<file path="config.mk">
export PLATFORM = sky130hd
export DESIGN_NAME = seven_segment_time_frame_builder
export DESIGN_NICKNAME = d
export VERILOG_FILES = /design/src/hw/rtl/sstfb_pkg.sv /design/src/hw/rtl/sstfb_front.sv /design/src/hw/rtl/sstfb_queue.sv /design/src/hw/rtl/sstfb_back.sv /design/src/hw/rtl/seven_segment_time_frame_builder.sv
export SDC_FILE = /design/constraint.sdc
export NUM_CORES = 2
export LEC_CHECK = 0
export BUFFER_PORTS_ARGS = -buffer_cell sky130_fd_sc_hd__buf_2
export CORE_ASPECT_RATIO = 1.25
export CORE_UTILIZATION = 40
export CTS_BUF_LIST = sky130_fd_sc_hd__clkbuf_4 sky130_fd_sc_hd__clkbuf_8 sky130_fd_sc_hd__clkbuf_16
export DETAILED_ROUTE_END_ITERATION = 7
export SLEW_MARGIN = 20
export SYNTH_ARGS = -nofsm -noshare
export SYNTH_HDL_FRONTEND = slang
export SYNTH_SLANG_ARGS = --single-unit
</file>
<file path="constraint.sdc">
create_clock -name clk -period 8.88 [get_ports clk]
set_clock_uncertainty 0.05 [all_clocks]
set_input_delay 0.444 -clock clk [delete_from_list [all_inputs] [get_ports clk]]
set_output_delay 0.444 -clock clk [all_outputs]
set_load 0.02 [all_outputs]
</file>
<file path="src/hw/rtl/sstfb_pkg.sv">
// ============================================================================
// sstfb_pkg
// Shared types, constants and segment helpers for the time frame builder.
// ============================================================================
package sstfb_pkg;

    typedef enum logic [1:0] {
        ACT_TIME  = 2'd0,
        ACT_ZEROS = 2'd1,
        ACT_BLANK = 2'd2
    } action_t;

    localparam logic [7:0] CMD_DATA_AUTO = 8'h40;
    localparam logic [7:0] CMD_ADDR0     = 8'hC0;
    localparam logic [7:0] CMD_DISPLAY   = 8'h8F;
    localparam logic [7:0] CMD_BLANK     = 8'h80;
    localparam logic [7:0] COLON_BIT     = 8'h80;

    localparam logic [19:0] CS_MAX  = 20'd999999;
    localparam logic [6:0]  SEC_MAX = 7'd99;

    // Times at or above this many microseconds saturate the centisecond count.
    localparam logic signed [63:0] SAT_US = 64'sd10000000000;

    // floor(2^40 / 625) and floor(2^27 / 100); each estimate is low by at most one.
    localparam logic [30:0] RECIP_625 = 31'd1759218604;
    localparam int          SHIFT_625 = 40;
    localparam logic [20:0] RECIP_100 = 21'd1342177;
    localparam int          SHIFT_100 = 27;

    localparam int Q_DEPTH = 2;
    localparam int Q_AW    = $clog2(Q_DEPTH);

    // Byte positions within a seven-byte display frame.
    localparam logic [2:0] POS_CMD  = 3'd0;
    localparam logic [2:0] POS_ADDR = 3'd1;
    localparam logic [2:0] POS_SEG0 = 3'd2;
    localparam logic [2:0] POS_SEG3 = 3'd5;
    localparam logic [2:0] POS_DISP = 3'd6;

    typedef struct packed {
        logic            blank;
        logic [3:0][7:0] segs;
    } frame_t;

    typedef struct packed {
        logic full;
        logic empty;
    } qstat_t;

    function automatic logic [7:0] seg_of(input logic [3:0] digit);
        logic [7:0] s;
        unique case (digit)
            4'd0:    s = 8'h3F;
            4'd1:    s = 8'h06;
            4'd2:    s = 8'h5B;
            4'd3:    s = 8'h4F;
            4'd4:    s = 8'h66;
            4'd5:    s = 8'h6D;
            4'd6:    s = 8'h7D;
            4'd7:    s = 8'h07;
            4'd8:    s = 8'h7F;
            4'd9:    s = 8'h6F;
            default: s = 8'h00;
        endcase
        return s;
    endfunction

    // Upside-down image: a<->d, b<->e, c<->f, g and the colon kept.
    function automatic logic [7:0] rotate_seg(input logic [7:0] s);
        return {s[7:6], s[2:0], s[5:3]};
    endfunction

    // Tens digit of a value below 100, by multiplying with 205/2048.
    function automatic logic [3:0] tens_of(input logic [6:0] x);
        logic [14:0] p;
        p = 15'(x) * 15'(205);
        return p[14:11];
    endfunction

endpackage

</file>
<file path="src/hw/rtl/sstfb_front.sv">
// ============================================================================
// sstfb_front
// Accepts requests and turns a time into four segment bytes in a pipeline.
// ============================================================================
module sstfb_front (
    input  logic                clk,
    input  logic                rst_n,
    input  logic                in_valid,
    output logic                in_ready,
    input  logic [1:0]          action,
    input  logic signed [63:0]  time_us,
    input  logic                flip_enable,
    input  sstfb_pkg::qstat_t   q_stat,
    output logic                push,
    output sstfb_pkg::frame_t   push_data
);

    // Stage valid bits: A capture, B divide product, C centiseconds,
    // D second product, E seconds and fraction, F segment bytes.
    logic a_vld_reg, b_vld_reg, c_vld_reg, d_vld_reg, e_vld_reg, f_vld_reg;
    logic adv;
    logic in_take;

    logic        a_blank_reg, a_zero_reg, a_sat_reg;
    logic [29:0] a_u_reg;
    logic        b_blank_reg, b_zero_reg, b_sat_reg;
    logic [29:0] b_u_reg;
    logic [60:0] b_prod_reg, b_prod_next;
    logic        c_blank_reg;
    logic [19:0] c_cs_reg, c_cs_next;
    logic        d_blank_reg;
    logic [19:0] d_cs_reg;
    logic [40:0] d_prod_reg, d_prod_next;
    logic        e_blank_reg;
    logic [6:0]  e_sec_reg, e_sec_next;
    logic [6:0]  e_frac_reg, e_frac_next;
    sstfb_pkg::frame_t f_frame_reg, f_frame_next;

    logic        known_action;

    // Whole pipeline moves together; it halts only when the queue cannot take F.
    assign adv          = !f_vld_reg || !q_stat.full;
    assign in_ready     = adv;
    assign known_action = (action == sstfb_pkg::ACT_TIME) || (action == sstfb_pkg::ACT_ZEROS)
                          || (action == sstfb_pkg::ACT_BLANK);
    assign in_take      = in_valid && known_action;

    assign push      = f_vld_reg && !q_stat.full;
    assign push_data = f_frame_reg;

    always_ff @(posedge clk or negedge rst_n)
    begin
        if (!rst_n)
        begin
            a_vld_reg <= 1'b0;
            b_vld_reg <= 1'b0;
            c_vld_reg <= 1'b0;
            d_vld_reg <= 1'b0;
            e_vld_reg <= 1'b0;
            f_vld_reg <= 1'b0;
        end
        else if (adv)
        begin
            a_vld_reg <= in_take;
            b_vld_reg <= a_vld_reg;
            c_vld_reg <= b_vld_reg;
            d_vld_reg <= c_vld_reg;
            e_vld_reg <= d_vld_reg;
            f_vld_reg <= e_vld_reg;
        end
    end

    always_comb
    begin
        logic [20:0] q;
        logic [30:0] qm;
        logic [30:0] rem;
        logic [20:0] cs_raw;
        logic [13:0] s;
        logic [19:0] sm;
        logic [19:0] rem2;
        logic [13:0] sec_full;
        logic [6:0]  frac;
        logic [3:0]  st, so, ft, fo;
        logic [7:0]  dg0, dg1, dg2, dg3;

        b_prod_next = 61'(a_u_reg) * 61'(sstfb_pkg::RECIP_625);

        q      = b_prod_reg[60:sstfb_pkg::SHIFT_625];
        qm     = 31'(q) * 31'(625);
        rem    = {1'b0, b_u_reg} - qm;
        cs_raw = (rem >= 31'd625) ? q + 21'd1 : q;
        if (b_zero_reg)
            c_cs_next = '0;
        else if (b_sat_reg)
            c_cs_next = sstfb_pkg::CS_MAX;
        else
            c_cs_next = cs_raw[19:0];

        d_prod_next = 41'(c_cs_reg) * 41'(sstfb_pkg::RECIP_100);

        s    = d_prod_reg[40:sstfb_pkg::SHIFT_100];
        sm   = 20'(s) * 20'(100);
        rem2 = d_cs_reg - sm;
        if (rem2 >= 20'd100)
        begin
            sec_full = s + 14'd1;
            frac     = 7'(rem2 - 20'd100);
        end
        else
        begin
            sec_full = s;
            frac     = rem2[6:0];
        end
        e_sec_next  = (sec_full > 14'(sstfb_pkg::SEC_MAX)) ? sstfb_pkg::SEC_MAX : sec_full[6:0];
        e_frac_next = frac;

        st  = sstfb_pkg::tens_of(e_sec_reg);
        so  = 4'(e_sec_reg - 7'(st) * 7'(10));
        ft  = sstfb_pkg::tens_of(e_frac_reg);
        fo  = 4'(e_frac_reg - 7'(ft) * 7'(10));
        dg0 = sstfb_pkg::seg_of(st);
        dg1 = sstfb_pkg::seg_of(so) | sstfb_pkg::COLON_BIT;
        dg2 = sstfb_pkg::seg_of(ft);
        dg3 = sstfb_pkg::seg_of(fo);

        f_frame_next.blank = e_blank_reg;
        if (flip_enable)
        begin
            f_frame_next.segs[0] = sstfb_pkg::rotate_seg(dg3);
            f_frame_next.segs[1] = sstfb_pkg::rotate_seg(dg2);
            f_frame_next.segs[2] = sstfb_pkg::rotate_seg(dg1 & ~sstfb_pkg::COLON_BIT)
                                   | (dg1 & sstfb_pkg::COLON_BIT);
            f_frame_next.segs[3] = sstfb_pkg::rotate_seg(dg0);
        end
        else
        begin
            f_frame_next.segs[0] = dg0;
            f_frame_next.segs[1] = dg1;
            f_frame_next.segs[2] = dg2;
            f_frame_next.segs[3] = dg3;
        end
    end

    always_ff @(posedge clk)
    begin
        if (adv)
        begin
            a_blank_reg <= (action == sstfb_pkg::ACT_BLANK);
            a_zero_reg  <= (action == sstfb_pkg::ACT_ZEROS) || time_us[63];
            a_sat_reg   <= !time_us[63] && (time_us >= sstfb_pkg::SAT_US);
            a_u_reg     <= time_us[33:4];

            b_blank_reg <= a_blank_reg;
            b_zero_reg  <= a_zero_reg;
            b_sat_reg   <= a_sat_reg;
            b_u_reg     <= a_u_reg;
            b_prod_reg  <= b_prod_next;

            c_blank_reg <= b_blank_reg;
            c_cs_reg    <= c_cs_next;

            d_blank_reg <= c_blank_reg;
            d_cs_reg    <= c_cs_reg;
            d_prod_reg  <= d_prod_next;

            e_blank_reg <= d_blank_reg;
            e_sec_reg   <= e_sec_next;
            e_frac_reg  <= e_frac_next;

            f_frame_reg <= f_frame_next;
        end
    end

endmodule

</file>
<file path="src/hw/rtl/sstfb_queue.sv">
// ============================================================================
// sstfb_queue
// Short frame queue that decouples the arithmetic front from the byte sequencer.
// ============================================================================
module sstfb_queue (
    input  logic               clk,
    input  logic               rst_n,
    input  logic               push,
    input  sstfb_pkg::frame_t  push_data,
    input  logic               pop,
    output sstfb_pkg::frame_t  head,
    output sstfb_pkg::qstat_t  q_stat
);

    sstfb_pkg::frame_t mem [sstfb_pkg::Q_DEPTH];

    logic [sstfb_pkg::Q_AW-1:0] wr_ptr_reg, wr_ptr_next;
    logic [sstfb_pkg::Q_AW-1:0] rd_ptr_reg, rd_ptr_next;
    logic [sstfb_pkg::Q_AW:0]   count_reg, count_next;

    assign q_stat.full  = (count_reg == (sstfb_pkg::Q_AW + 1)'(sstfb_pkg::Q_DEPTH));
    assign q_stat.empty = (count_reg == '0);
    assign head         = mem[rd_ptr_reg];

    always_comb
    begin
        wr_ptr_next = push ? wr_ptr_reg + 1'b1 : wr_ptr_reg;
        rd_ptr_next = pop ? rd_ptr_reg + 1'b1 : rd_ptr_reg;
        count_next  = count_reg;
        if (push && !pop)
            count_next = count_reg + 1'b1;
        else if (pop && !push)
            count_next = count_reg - 1'b1;
    end

    always_ff @(posedge clk or negedge rst_n)
    begin
        if (!rst_n)
        begin
            wr_ptr_reg <= '0;
            rd_ptr_reg <= '0;
            count_reg  <= '0;
        end
        else
        begin
            wr_ptr_reg <= wr_ptr_next;
            rd_ptr_reg <= rd_ptr_next;
            count_reg  <= count_next;
        end
    end

    always_ff @(posedge clk)
    begin
        if (push)
            mem[wr_ptr_reg] <= push_data;
    end

endmodule

</file>
<file path="src/hw/rtl/sstfb_back.sv">
// ============================================================================
// sstfb_back
// Byte sequencer: walks the head frame and drives the registered output.
// ============================================================================
module sstfb_back (
    input  logic               clk,
    input  logic               rst_n,
    input  sstfb_pkg::frame_t  head,
    input  sstfb_pkg::qstat_t  q_stat,
    output logic               pop,
    output logic               out_valid,
    input  logic               out_ready,
    output logic [7:0]         out_byte,
    output logic               frame_start,
    output logic               frame_stop,
    output logic               last
);

    logic [2:0] pos_reg, pos_next;
    logic       out_valid_reg, out_valid_next;
    logic [7:0] byte_reg, byte_next;
    logic       start_reg, start_next;
    logic       stop_reg, stop_next;
    logic       last_reg, last_next;
    logic       load;

    assign load        = !q_stat.empty && (!out_valid_reg || out_ready);
    assign pop         = load && (head.blank || (pos_reg == sstfb_pkg::POS_DISP));
    assign out_valid   = out_valid_reg;
    assign out_byte    = byte_reg;
    assign frame_start = start_reg;
    assign frame_stop  = stop_reg;
    assign last        = last_reg;

    always_comb
    begin
        byte_next  = '0;
        start_next = 1'b0;
        stop_next  = 1'b0;
        last_next  = 1'b0;
        if (head.blank)
        begin
            byte_next  = sstfb_pkg::CMD_BLANK;
            start_next = 1'b1;
            stop_next  = 1'b1;
            last_next  = 1'b1;
        end
        else
        begin
            case (pos_reg)
                sstfb_pkg::POS_CMD:
                begin
                    byte_next  = sstfb_pkg::CMD_DATA_AUTO;
                    start_next = 1'b1;
                    stop_next  = 1'b1;
                end
                sstfb_pkg::POS_ADDR:
                begin
                    byte_next  = sstfb_pkg::CMD_ADDR0;
                    start_next = 1'b1;
                end
                sstfb_pkg::POS_DISP:
                begin
                    byte_next  = sstfb_pkg::CMD_DISPLAY;
                    start_next = 1'b1;
                    stop_next  = 1'b1;
                    last_next  = 1'b1;
                end
                default:
                begin
                    byte_next = head.segs[2'(pos_reg - sstfb_pkg::POS_SEG0)];
                    stop_next = (pos_reg == sstfb_pkg::POS_SEG3);
                end
            endcase
        end

        if (pop)
            pos_next = sstfb_pkg::POS_CMD;
        else if (load)
            pos_next = pos_reg + 3'd1;
        else
            pos_next = pos_reg;

        if (load)
            out_valid_next = 1'b1;
        else if (out_ready)
            out_valid_next = 1'b0;
        else
            out_valid_next = out_valid_reg;
    end

    always_ff @(posedge clk or negedge rst_n)
    begin
        if (!rst_n)
        begin
            pos_reg       <= sstfb_pkg::POS_CMD;
            out_valid_reg <= 1'b0;
        end
        else
        begin
            pos_reg       <= pos_next;
            out_valid_reg <= out_valid_next;
        end
    end

    always_ff @(posedge clk)
    begin
        if (load)
        begin
            byte_reg  <= byte_next;
            start_reg <= start_next;
            stop_reg  <= stop_next;
            last_reg  <= last_next;
        end
    end

endmodule

</file>
<file path="src/hw/rtl/seven_segment_time_frame_builder.sv">
// ============================================================================
// seven_segment_time_frame_builder
// Builds display driver byte frames for an SS:CC time, zeros or blank.
// ============================================================================
// A request arrives on the in_valid/in_ready channel with action and time_us.
// Show time and show zeros produce seven output transactions: 0x40, 0xC0,
// four segment bytes and 0x8F; blank produces a single 0x80. The last output
// of each request carries last. Action code 3 is dropped without output.
// The cfg channel writes flip_enable; cfg_ready is always high.
// A request passes a six-stage arithmetic pipeline (divide by 10000 and by
// 100 through reciprocal multiplies, digit split, segment lookup), then a
// two-entry frame queue. The output byte sequencer sets the throughput:
// one byte per cycle while the receiver keeps out_ready high, seven bytes
// per shown request and one per blank.
// New requests are taken every cycle until the queue and pipeline fill.
// When the receiver stalls, the output register holds its byte, the queue
// fills and in_ready falls. Reset clears all valid state and flip_enable;
// the block is ready in the first cycle after reset.
// ============================================================================
module seven_segment_time_frame_builder (
    input  logic               clk,
    input  logic               rst_n,
    input  logic               in_valid,
    output logic               in_ready,
    input  logic [1:0]         action,
    input  logic signed [63:0] time_us,
    input  logic               cfg_valid,
    output logic               cfg_ready,
    input  logic               cfg_data,
    output logic               out_valid,
    input  logic               out_ready,
    output logic [7:0]         out_byte,
    output logic               frame_start,
    output logic               frame_stop,
    output logic               last
);

    logic              flip_enable_reg;
    logic              push;
    logic              pop;
    sstfb_pkg::frame_t push_data;
    sstfb_pkg::frame_t head;
    sstfb_pkg::qstat_t q_stat;

    assign cfg_ready = 1'b1;

    always_ff @(posedge clk or negedge rst_n)
    begin
        if (!rst_n)
            flip_enable_reg <= 1'b0;
        else if (cfg_valid && cfg_ready)
            flip_enable_reg <= cfg_data;
    end

    sstfb_front u_front (
        .clk         (clk),
        .rst_n       (rst_n),
        .in_valid    (in_valid),
        .in_ready    (in_ready),
        .action      (action),
        .time_us     (time_us),
        .flip_enable (flip_enable_reg),
        .q_stat      (q_stat),
        .push        (push),
        .push_data   (push_data)
    );

    sstfb_queue u_queue (
        .clk       (clk),
        .rst_n     (rst_n),
        .push      (push),
        .push_data (push_data),
        .pop       (pop),
        .head      (head),
        .q_stat    (q_stat)
    );

    sstfb_back u_back (
        .clk         (clk),
        .rst_n       (rst_n),
        .head        (head),
        .q_stat      (q_stat),
        .pop         (pop),
        .out_valid   (out_valid),
        .out_ready   (out_ready),
        .out_byte    (out_byte),
        .frame_start (frame_start),
        .frame_stop  (frame_stop),
        .last        (last)
    );

    // The closing byte of a request is always a complete one-byte frame.
    assert property (@(posedge clk) disable iff (!rst_n)
        out_valid && last |-> frame_start && frame_stop)
        else $error("last byte is not a complete frame");

    // After the closing byte, the next byte shown opens a new frame.
    assert property (@(posedge clk) disable iff (!rst_n)
        out_valid && out_ready && last |=> !out_valid || frame_start)
        else $error("request does not open with a start condition");

    // The queue can never be full and empty at once, and never pops when empty.
    assert property (@(posedge clk) disable iff (!rst_n)
        !(q_stat.full && q_stat.empty) && !(pop && q_stat.empty))
        else $error("frame queue status inconsistent");

    // A push is never made into a full queue.
    assert property (@(posedge clk) disable iff (!rst_n)
        push |-> !q_stat.full)
        else $error("push into full frame queue");

endmodule

</file>
==> out/metrics.csv <==
metric,value,unit
result of the run,"complete, no violations",
share of the synthesized area in the top cell type,29.8,%
Worst Setup Start Kind,flip-flop,
wire length of the first global-routing pass,151,mm
Commonest cells post-synth,"inv_1, ha_1, fa_1, edfxtp_1, a21oi_1",
standard cell area after detailed placement,44800,sq um
post-cts resize count,0,
clock-pin transition on the worst setup and hold timing paths,0.06,ns
critical setup path kind,reg -> reg,
routability cong.,0.902,
slew at the pin with the worst max-slew slack,0.924,ns
vias,26900,
number of nets at the end of the flow,5591,
most common cell in the synthesized netlist,inv_1,
Sinks on Clock Net,277,
total half-perimeter wirelength after legalization and detailed placement,79.5,mm
leading cell types by total area after synthesis,"fa_1, ha_1, edfxtp_1",
Initial DRT Pass Iterations,5,
most used flip-flop cell after synthesis,edfxtp_1,
die area,107000,sq um
Min-Delay Path Class,in -> reg,
Syn Nets,5436,
Worst EP required,9.15,ns
timing-limited maximum frequency,124,MHz
Post-Route WL,92.4,mm
Yosys Warn Count,0,
mean routed wirelength per cell,16.7,microns
Final Hold Vio Count,0,
number of setup buffers added after CTS,0,
part of the cycle the worst path needs,91.0,%
largest net degree at the start of global routing,73,
max FFs per register,62,
width of the die,293,microns
maximum fanout along the worst path,4,
total negative slack for setup checks,0,ns
CP endpoint kind,flip-flop,
overall die height,366,microns
clock tree from TritonCTS,yes,
ys async rst share,5.42,%
number of distinct standard cells referenced by the synthesized netlist,80,
antenna diode count,0,
most area-hungry cell type in the Yosys netlist,fa_1,
antenna violations before repair,3,
clock buffer depth,3,
DR vias/cell,4.87,
max_cap viols,0,
starting DRC count in detailed routing,1161,
clock buffer count from CTS,37,
number of global-route vias before repair,28900,
Slew headroom,38.4,%
sequential share of the synthesized area,19.5,%
IO Pins,86,
Worst EP arrival,8.35,ns
"final std cell area, no fill",46100,sq um
hold_buf cts,8,
PortBufs,80,
overflow left after global routing,0,
H-tree depth,2,
remaining antenna violation count after routing,0,
setup violation total in the final timing report,0,
time the worst path needs with I/O delays and setup,8.08,ns
Skew-Pair Late Insertion Delay,0.56,ns
initial standard-cell utilization of the core,40.3,%
register bit count reported by yosys,277,
Post-Syn Instances,3925,
Post-synth EDFFs,262,
max-slew violations,0,
CTS root buf,clkbuf_16,
Site Rows,133,
cell area after technology mapping,42300,sq um
Core Region,105000,sq um
share of post-route cells with drive strength above 1,6.23,%
total track usage,18.1,%
number of remaining DRC errors,0,
"Avg Cell Area, Syn",10.8,sq um
unrepaired setup endpoints after global routing,no,
largest register by flop count,u_queue.mem,
Layout area overhead,8.89,%
area by class of cell:
class | instances | area [sq um]
Fill cell | 9945 | 59000
Multi-Input combinational cell | 2513 | 29800
Sequential cell | 277 | 8240
Inverter | 1105 | 4150
Tap cell | 1417 | 1770
Clock buffer | 44 | 991
Timing Repair Buffer | 146 | 916
Clock inverter | 22 | 214
layer usage:
metal	global-route usage (%)	vias to the layer above	wire, microns
met1	21.1	13300	37500
li1	-	13100	-
met4	5.84	6	3120
met3	2.34	154	3470
met2	33.9	431	48300
met5	0	-	41
kinds of logic after synthesis:
group / synth area share, %
multiplexers: 1.79
XOR/XNOR: 2.52
buffers and inverters: 10.1
AO/OA/AOI/OAI: 6.82
other: 0.00887
flip-flops: 19.5
AND/OR/NAND/NOR: 5.51
adder cells (fa/ha/maj): 53.7
critical path: stages (launching register included):
cell and delay, ns:
edfxtp_1 0.64, buf_4 0.29, buf_4 0.18, fa_1 0.54
ha_1 0.15, inv_1 0.06, fa_1 0.53, inv_1 0.06
fa_1 0.42, fa_1 0.50, inv_1 0.05, fa_1 0.47
inv_1 0.06, fa_1 0.57, fa_1 0.43, ha_1 0.37
a21oi_1 0.30, o21ai_0 0.15, a221oi_1 0.35, o21ai_0 0.31
a31oi_1 0.49, or3_1 0.24, nand2_1 0.08, or2_2 0.30
a21oi_1 0.18, xnor2_1 0.08
worst paths after layout:
check / slack, ns / end / startpoint / depth (start not counted)
setup / recovery: 0.80 / u_front.b_prod_reg[57] / u_front.a_u_reg[18] / 25
hold / removal: 0.03 / u_front.a_u_reg[19] / time_us[23] / 1
setup reg to reg: 0.80 / u_front.b_prod_reg[57] / u_front.a_u_reg[18] / 25
hold reg to reg: 0.36 / u_front.b_sat_reg / u_front.a_sat_reg / 0
max in group asynchronous: 8.25 / u_front.b_vld_reg / rst_n / 2
min in group asynchronous: 0.27 / u_back.out_valid / rst_n / 2
per-stage QoR:
step | cells | hold WS [ns] | worst slack (ns) | util, %
global placement | 5450 | 0.321 | 0.847 | 42.6
global route | 5524 | 0.0170 | 0.316 | 43.9
floorplan | 3925 | 0.0984 | 1.72 | -
detailed placement | 5450 | 0.323 | 0.810 | 42.6
CTS | 5524 | 0.00575 | 0.781 | 43.9
finish | 5524 | 0.0295 | 0.800 | 43.9
layout by cell type (no fill, tap or decap), types with 9 or more instances in the layout:
cell type and instances:
inv_1 1102, ha_1 810, fa_1 629, edfxtp_1 262, a21oi_1 134, nor2_1 107, nand2_1 102, xnor2_1 83
buf_2 80, o21ai_0 76, a21o_1 59, buf_4 58, nor3_1 46, nand3_1 39, clkbuf_16 37, xor2_1 36
mux2i_1 33, nand4_1 27, o21a_1 22, nand2b_1 19, a211oi_1 19, a31oi_1 18, nor2b_1 17, or2_2 15
o211ai_1 15, nor4_1 15, dfrtp_1 15, mux4_2 14, and3_1 13, and2_1 13, mux2_2 10, o21bai_1 10
and4_1 9, o31ai_1 9
Power is left out: the tool's default activity adds up to more than one toggle a clock period on the data nets, which glitch-free logic cannot reach.
